**src/rtl/core/gsc_pkg.sv**
```systemverilog
`timescale 1ns / 1ps
// ----------------------------------------------------------------------------
// gsc_pkg
// shared types and constants of the gesture swipe and circle classifier
// ----------------------------------------------------------------------------
package gsc_pkg;

  localparam int unsigned THR_BITS          = 16;
  localparam logic [THR_BITS-1:0] THR_RESET = 16'd100;
  localparam int unsigned CIRCLE_MIN_POINTS = 10;
  localparam int unsigned OUT_BITS          = 8;
  localparam logic [1:0] K_LAST_AXIS        = 2'd2;
  localparam logic [1:0] K_THR              = 2'd3;
  localparam int unsigned MUL_K25           = 25;
  localparam int unsigned MUL_K26           = 26;

  typedef enum logic [1:0] {
    FN_START = 2'd0,
    FN_ADD   = 2'd1,
    FN_END   = 2'd2,
    FN_NONE  = 2'd3
  } func_t;

  typedef enum logic [2:0] {
    G_NONE   = 3'd0,
    G_RIGHT  = 3'd1,
    G_LEFT   = 3'd2,
    G_UP     = 3'd3,
    G_DOWN   = 3'd4,
    G_CIRCLE = 3'd5
  } gesture_t;

  typedef enum logic [2:0] {
    MS_SQ, MS_NP, MS_D2, MS_F2, MS_LHS, MS_BB, MS_RHS
  } mul_sel_t;

  typedef enum logic [3:0] {
    ST_IDLE, ST_SW_MUL, ST_SW_CHK, ST_SUM, ST_SUM_END, ST_RD, ST_NP, ST_D2,
    ST_SQRT, ST_F2, ST_LHS, ST_BB, ST_RHS, ST_DONE
  } state_t;

  typedef struct packed {
    logic     sw_chk;
    logic     sum_rd;
    logic     p2_rd;
    logic     clr_i;
    logic     inc_i;
    logic     mul_start;
    mul_sel_t mul_sel;
    logic [1:0] k;
    logic     sq_start;
    logic     out_load;
  } dp_cmd_t;

  typedef struct packed {
    logic cls_go;
    logic n_ge_min;
    logic is_swipe;
    logic i_last;
    logic mul_done;
    logic sq_done;
  } dp_status_t;

endpackage

```
**src/rtl/core/gsc_ctrl.sv**
```systemverilog
`timescale 1ns / 1ps
// ----------------------------------------------------------------------------
// gsc_ctrl
// sequencer for item intake, swipe test, circle passes and result output
// ----------------------------------------------------------------------------
module gsc_ctrl (
  input  logic                clk,
  input  logic                rst,
  input  gsc_pkg::dp_status_t status,
  output gsc_pkg::dp_cmd_t    cmd,
  output logic                s_tready,
  output logic                m_tvalid,
  input  logic                m_tready
);
  import gsc_pkg::*;

  state_t     st, st_next;
  logic [1:0] k, k_next;
  logic       op_run;
  logic       done;

  assign done = status.mul_done || status.sq_done;

  always_ff @(posedge clk) begin
    if (rst) begin
      st       <= ST_IDLE;
      k        <= '0;
      op_run   <= 1'b0;
      m_tvalid <= 1'b0;
    end else begin
      st <= st_next;
      k  <= k_next;
      if (cmd.mul_start || cmd.sq_start) begin
        op_run <= 1'b1;
      end else if (done) begin
        op_run <= 1'b0;
      end
      if (cmd.out_load) begin
        m_tvalid <= 1'b1;
      end else if (m_tready) begin
        m_tvalid <= 1'b0;
      end
    end
  end

  // next state
  always_comb begin
    st_next = st;
    k_next  = k;
    unique case (st)
      ST_IDLE: begin
        k_next = '0;
        if (status.cls_go) begin
          st_next = ST_SW_MUL;
        end
      end
      ST_SW_MUL: begin
        if (done) begin
          k_next = k + 2'd1;
          if (k == K_THR) begin
            st_next = ST_SW_CHK;
          end
        end
      end
      ST_SW_CHK: begin
        if (status.is_swipe || !status.n_ge_min) begin
          st_next = ST_DONE;
        end else begin
          st_next = ST_SUM;
        end
      end
      ST_SUM: begin
        if (status.i_last) begin
          st_next = ST_SUM_END;
        end
      end
      ST_SUM_END: st_next = ST_RD;
      ST_RD: begin
        k_next  = '0;
        st_next = ST_NP;
      end
      ST_NP: begin
        if (done) begin
          st_next = ST_D2;
        end
      end
      ST_D2: begin
        if (done) begin
          k_next = k + 2'd1;
          st_next = (k == K_LAST_AXIS) ? ST_SQRT : ST_NP;
        end
      end
      ST_SQRT: begin
        if (done) begin
          st_next = ST_F2;
        end
      end
      ST_F2: begin
        if (done) begin
          st_next = status.i_last ? ST_LHS : ST_RD;
        end
      end
      ST_LHS: begin
        if (done) begin
          st_next = ST_BB;
        end
      end
      ST_BB: begin
        if (done) begin
          st_next = ST_RHS;
        end
      end
      ST_RHS: begin
        if (done) begin
          st_next = ST_DONE;
        end
      end
      ST_DONE: begin
        if (!m_tvalid || m_tready) begin
          st_next = ST_IDLE;
        end
      end
      default: st_next = ST_IDLE;
    endcase
  end

  // outputs
  always_comb begin
    cmd         = '0;
    cmd.k       = k;
    cmd.mul_sel = MS_SQ;
    s_tready    = 1'b0;
    unique case (st)
      ST_IDLE:    s_tready = 1'b1;
      ST_SW_MUL: begin
        cmd.mul_sel   = MS_SQ;
        cmd.mul_start = !op_run;
      end
      ST_SW_CHK: begin
        cmd.sw_chk = 1'b1;
        cmd.clr_i  = 1'b1;
      end
      ST_SUM: begin
        cmd.sum_rd = 1'b1;
        cmd.inc_i  = 1'b1;
      end
      ST_SUM_END: cmd.clr_i = 1'b1;
      ST_RD:      cmd.p2_rd = 1'b1;
      ST_NP: begin
        cmd.mul_sel   = MS_NP;
        cmd.mul_start = !op_run;
      end
      ST_D2: begin
        cmd.mul_sel   = MS_D2;
        cmd.mul_start = !op_run;
      end
      ST_SQRT:    cmd.sq_start = !op_run;
      ST_F2: begin
        cmd.mul_sel   = MS_F2;
        cmd.mul_start = !op_run;
        cmd.inc_i     = done && !status.i_last;
      end
      ST_LHS: begin
        cmd.mul_sel   = MS_LHS;
        cmd.mul_start = !op_run;
      end
      ST_BB: begin
        cmd.mul_sel   = MS_BB;
        cmd.mul_start = !op_run;
      end
      ST_RHS: begin
        cmd.mul_sel   = MS_RHS;
        cmd.mul_start = !op_run;
      end
      ST_DONE:    cmd.out_load = !m_tvalid || m_tready;
      default: ;
    endcase
  end

  a_idle_no_op: assert property (@(posedge clk) disable iff (rst)
    (st == ST_IDLE) |-> !op_run)
    else $error("operation still running in idle");

  a_rise_from_done: assert property (@(posedge clk) disable iff (rst)
    $rose(m_tvalid) |-> $past(st == ST_DONE))
    else $error("result shown outside the output step");

endmodule

```
**config.mk**
```make
export PLATFORM = sky130hd
export DESIGN_NAME = gsc_ctrl
export DESIGN_NICKNAME = d
export VERILOG_FILES = /design/src/rtl/core/gsc_pkg.sv /design/src/rtl/core/gsc_ctrl.sv
export SDC_FILE = /design/constraint.sdc
export NUM_CORES = 1
export LEC_CHECK = 0
export BUFFER_PORTS_ARGS = -buffer_cell sky130_fd_sc_hd__clkbuf_2
export CAP_MARGIN = 10
export CELL_PAD_IN_SITES_DETAIL_PLACEMENT = 1
export CELL_PAD_IN_SITES_GLOBAL_PLACEMENT = 1
export CORE_MARGIN = 3
export CORE_UTILIZATION = 32
export DETAILED_ROUTE_END_ITERATION = 7
export GPL_TIMING_DRIVEN = 0
export PLACE_DENSITY_LB_ADDON = 0.1
export SLEW_MARGIN = 20
export SYNTH_ARGS = -nofsm -noshare
export SYNTH_HDL_FRONTEND = slang
export SYNTH_SLANG_ARGS = --single-unit
```
**constraint.sdc**
```tcl
create_clock -name clk -period 1.35 [get_ports clk]
set_clock_uncertainty 0.05 [all_clocks]
set_input_delay 0.27 -clock clk [delete_from_list [all_inputs] [get_ports clk]]
set_output_delay 0.27 -clock clk [all_outputs]
set_load 0.03 [all_outputs]
```
==> results of run 1 <==
==> kinds of logic after synthesis <==
family | after synthesis
AND/OR/NAND/NOR | 46
buffers and inverters | 12
multiplexers | 1
adder cells (fa/ha/maj) | 2
AO/OA/AOI/OAI | 38
flip-flops | 8
XOR/XNOR | 1
==> timing repair <==
item | CTS
cloned | 1
gates resized for setup | 54
pin swaps | 9
buffers inserted | 12
endpoints found under the setup margin | 18
==> stage by stage <==
step / utilization [%] / cells
after detailed placement: 50.1 / 159
after floorplan: - / 108
after CTS: 65.1 / 176
after global placement: 50.1 / 159
==> results.yml, run 1 <==
cts:
  cts.path.max_buffers: 2
  cts_sinks: 8
  holdBufCountCts: 0
  h-tree-depth: 1
  root_buffer: "clkbuf_4"
  cts_buffers: 3
global_routing:
  grt_max_degree: 11
  antenna_found_initial: 0
synthesis:
  synthTopCellsByCount: "15 x a21oi_1, 8 x dfxtp_1, 8 x nand2_1, 8 x nor2_1, 7 x nand2b_1"
  synth_ff_type: "dfxtp_1"
  async_flop_share_pct: 0
  synth.top_cell.area_share_pct: 20.0
  ys_ff_latch: 8
  post_synth_num_cell_types: 42
  synth-compound-area-share_pct: 33.7
  synth_edf_count: 0
  yosys_warnings: 0
  yosysTopAreaCell: "dfxtp_1"
  yosys.area_share.simple_pct: 32.6
  avgSynthCellArea_um2: 7.43
  ys_seq_area_share_pct: 20.0
  synth_fp_nets: 119
  synth_area_leaders: "dfxtp_1 20%, a21oi_1 9.4%, nand2b_1 5.5%"
  synth.most_common_cell: "a21oi_1"
  syn_inst: 108
  synthAdderAreaFrac_pct: 3.12
  synth_top_family_by_area: "compound AO/OA/AOI/OAI gates"
  synth_xor_area_share_pct: 1.09
  syn_area_um2: 802
  synthMuxAreaShare_pct: 1.87
timing:
  crit_endpoint: "cmd[5]"
  worst-ep-kind: "top-level output"
place:
  place_hpwl_um: 2150
  dp_slack_ps: -254
  place_congestion: 0.845
  placed_area_um2: 1150
  io_buffer_count: 23
run_status:
  failing_step: "global routing (5_1_grt)"
  error: "[ERROR DPL-0033] detailed placement checks failed during check placement."
  outcome: "stopped before the end"
die:
  die_x_um: 56.1
  start_util_pct: 34.9
  io_pins: 24
  die_y_um: 56.1
  rows: 17
==> inputs of run 2 (changes only) <==
Settings changed: CELL_PAD_IN_SITES_DETAIL_PLACEMENT 1 to default, CELL_PAD_IN_SITES_GLOBAL_PLACEMENT 1 to default, CORE_AREA from default to 3 3 64 66, CORE_MARGIN 3 to default, CORE_UTILIZATION 32 to default, DIE_AREA from default to 0 0 67 69, PLACE_DENSITY_LB_ADDON 0.1 to 0.15.
Clock period 1.35 ns to 1.75 ns, I/O delays scaled along.
==> results.yml, run 2 <==
run_status:
  outcome: "complete, no violations"
flow_run:
  cap_violations: 0
worst_setup_path:
  critPathKind: "reg -> out"
  cp_data_arrival_time_ps: 1350
  rr_endpoint: "st[3]$_SDFFE_PP0P_"
  path_max_fanout: 4
  crit_required_ps: 1350
  worst-r2r-cell-count: 6
  rrSetupSlack_ps: 80
  worstSetupStartpointType: "register"
  worst_setup_path_end_kind: "primary output"
  r2r-start: "st[3]$_SDFFE_PP0P_"
synthesis:
  yosys_warnings: 0
  syn_inst: 108
  post_synth_num_cell_types: 42
  synth_fp_nets: 119
  synth_ff_type: "dfxtp_1"
  synthTopCellsByCount: "15 x a21oi_1, 8 x dfxtp_1, 8 x nand2_1, 8 x nor2_1, 7 x nand2b_1"
  synth_edf_count: 0
  synth_area_leaders: "dfxtp_1 20%, a21oi_1 9.4%, nand2b_1 5.5%"
  syn_area_um2: 802
  ys_ff_latch: 8
  synth.top_cell.area_share_pct: 20.0
  ys_seq_area_share_pct: 20.0
  synth.most_common_cell: "a21oi_1"
  async_flop_share_pct: 0
  yosysTopAreaCell: "dfxtp_1"
  avgSynthCellArea_um2: 7.43
worst_hold_path:
  hold_class: "in -> reg"
  min_from: "rst"
  whs_path_depth: 2
  holdPathEnd: "st[0]$_SDFFE_PP0P_"
power_and_ir_drop:
  p_per_area_nw_per_um2: 1870
  power_w: 0.00261
  cellLeakagePower_nw: 0.578
  vdd_drop_max_mv: 0.575
final_layout:
  antenna_cells: 0
  layout_common_cells: "22 x buf_4, 15 x clkbuf_2, 13 x a21oi_1, 7 x nand2_1, 6 x nor2_1"
  area_growth_pct: 74.3
  nFillCells: 405
  reg_top3: "st x4, k x2"
  layout_commonest_cell: "buf_4"
  top_register: "st"
  largest_reg_flops: 4
  drive_gt1_share_pct: 54.9
  post-route-util_pct: 38.5
  nNetsFinal: 166
drt:
  drc: 0
  viasPerCell: 4.84
  wl_per_cell_um: 14.0
  drtPass1Iterations: 4
  first_iter_violations: 46
  finalWirelength_um: 2820
  ant_nets: 0
  vias: 973
timing:
  setup_viol: 0
  drv_slew: 0
  timing.slew.headroom_pct: 70.3
  fin_ws_ps: 4.55
  finalSetupTns_ps: 0
  tightest_slew_ps: 444
  hold_viol: 0
  rsz0062_at_grt: "yes"
  timing.hold.ws_ps: 370
  max_freq_ghz: 0.573
  period_minus_slack_ps: 1750
  post-route-period-util_pct: 99.7
place:
  io_buffer_count: 23
  place_hpwl_um: 1920
  place_congestion: 0.789
  dp_slack_ps: -102
global_routing:
  antenna_found_initial: 0
  grt_max_degree: 11
  grt_pass1_wl_um: 4120
  overflow: 0
  track_usage_pct: 11.5
  grt_pass1_vias: 848
cts:
  cts_buffers: 3
  cts_sinks: 8
  h-tree-depth: 1
  cts.path.max_buffers: 2
  clkTransAtPathRegs_ps: 40
  clk_latency_ps: 220
  root_buffer: "clkbuf_8"
  holdBufCountCts: 0
  tritoncts: "yes"
die:
  die_y_um: 69
  rows: 22
  core_um2: 3630
  start_util_pct: 22.1
  die_area_um2: 4620
  io_pins: 24
  die_x_um: 67
run 2: cell counts after synthesis:
Identical to the previous run, type by type.
run 2: report_power, final:
group | leakage, nW | total, W | switching, W | internal (W)
Clock | 0.0216 | 0.000219 | 0.0000698 | 0.000149
Sequential | 0.0676 | 0.000330 | 0.0000743 | 0.000256
Combinational | 0.489 | 0.00206 | 0.00107 | 0.000993
Total | 0.578 | 0.00261 | 0.00121 | 0.00140
run 2: stage by stage:
stage / cell area (µm²) / std cells
2_1_floorplan: 827 / 108
5_1_grt: 1400 / 201
6_report: 1400 / 201
3_3_place_gp: 1000 / 179
3_5_place_dp: 1000 / 179
4_1_cts: 1200 / 189
run 2: cells by family (layout without fill, tap and decap cells):
kind of cell / after synthesis / after routing / share of synthesized area [%]
fa+ha+maj: 2 / 2 / 3.12
buf+inv: 12 / 57 / 7.64
mux: 1 / 1 / 1.87
compound gates: 38 / 38 / 33.7
flops: 8 / 8 / 20.0
simple gates: 46 / 46 / 32.6
xor+xnor: 1 / 1 / 1.09
run 2: worst max-delay path by stage:
stage / from / end / slack, ps / depth (start not counted)
final: st[1]$_SDFFE_PP0P_ / cmd[8] / 5 / 4
after global routing: st[1]$_SDFFE_PP0P_ / cmd[8] / -50 / 4
after CTS: st[2]$_SDFFE_PP0P_ / cmd[7] / -1 / 5
after detailed placement: st[2]$_SDFFE_PP0P_ / cmd[7] / -100 / 6
after global placement: st[3]$_SDFFE_PP0P_ / cmd[8] / -110 / 4
after floorplan: st[2]$_SDFFE_PP0P_ / cmd[7] / -100 / 5
run 2: routing by layer:
layer | wire length, µm | GRT usage, % | up-vias | share of wire [%]
met3 | 156 | 1.14 | 2 | 5.5
li1 | - | - | 488 | -
met2 | 1400 | 17.6 | 28 | 50
met1 | 1250 | 16.4 | 455 | 44
met4 | 17 | 4.05 | 0 | 0.60
met5 | 0 | 0 | - | 0
run 2: repair_timing:
| action | 4_1_cts | 5_1_grt |
|---|---|---|
| gates cloned | 0 | 3 |
| pin swaps | 2 | 7 |
| gates resized for setup | 27 | 33 |
| hold endpoints to repair | 0 | 0 |
| buffers inserted | 7 | 9 |
| endpoints found under the setup margin | 11 | 10 |
run 2: critical path, cell delays in order (launching register included):
cell and delay, ps:
dfxtp_2 330, nand2b_4 140, or3_4 360, a21oi_2 130, clkbuf_8 170
run 2: final cells by class:
cell class                      count  area (µm²)  share of cell area, %
Clock buffer                        3        41.3                   2.95
Tap cell                           48        60.1                   4.30
Buffer                              7        82.6                   5.91
Multi-Input combinational cell     88         702                   50.2
Sequential cell                     8         170                   12.2
Timing Repair Buffer               42         323                   23.1
Inverter                            5        18.8                   1.34
(Power assumes the default switching activity.)
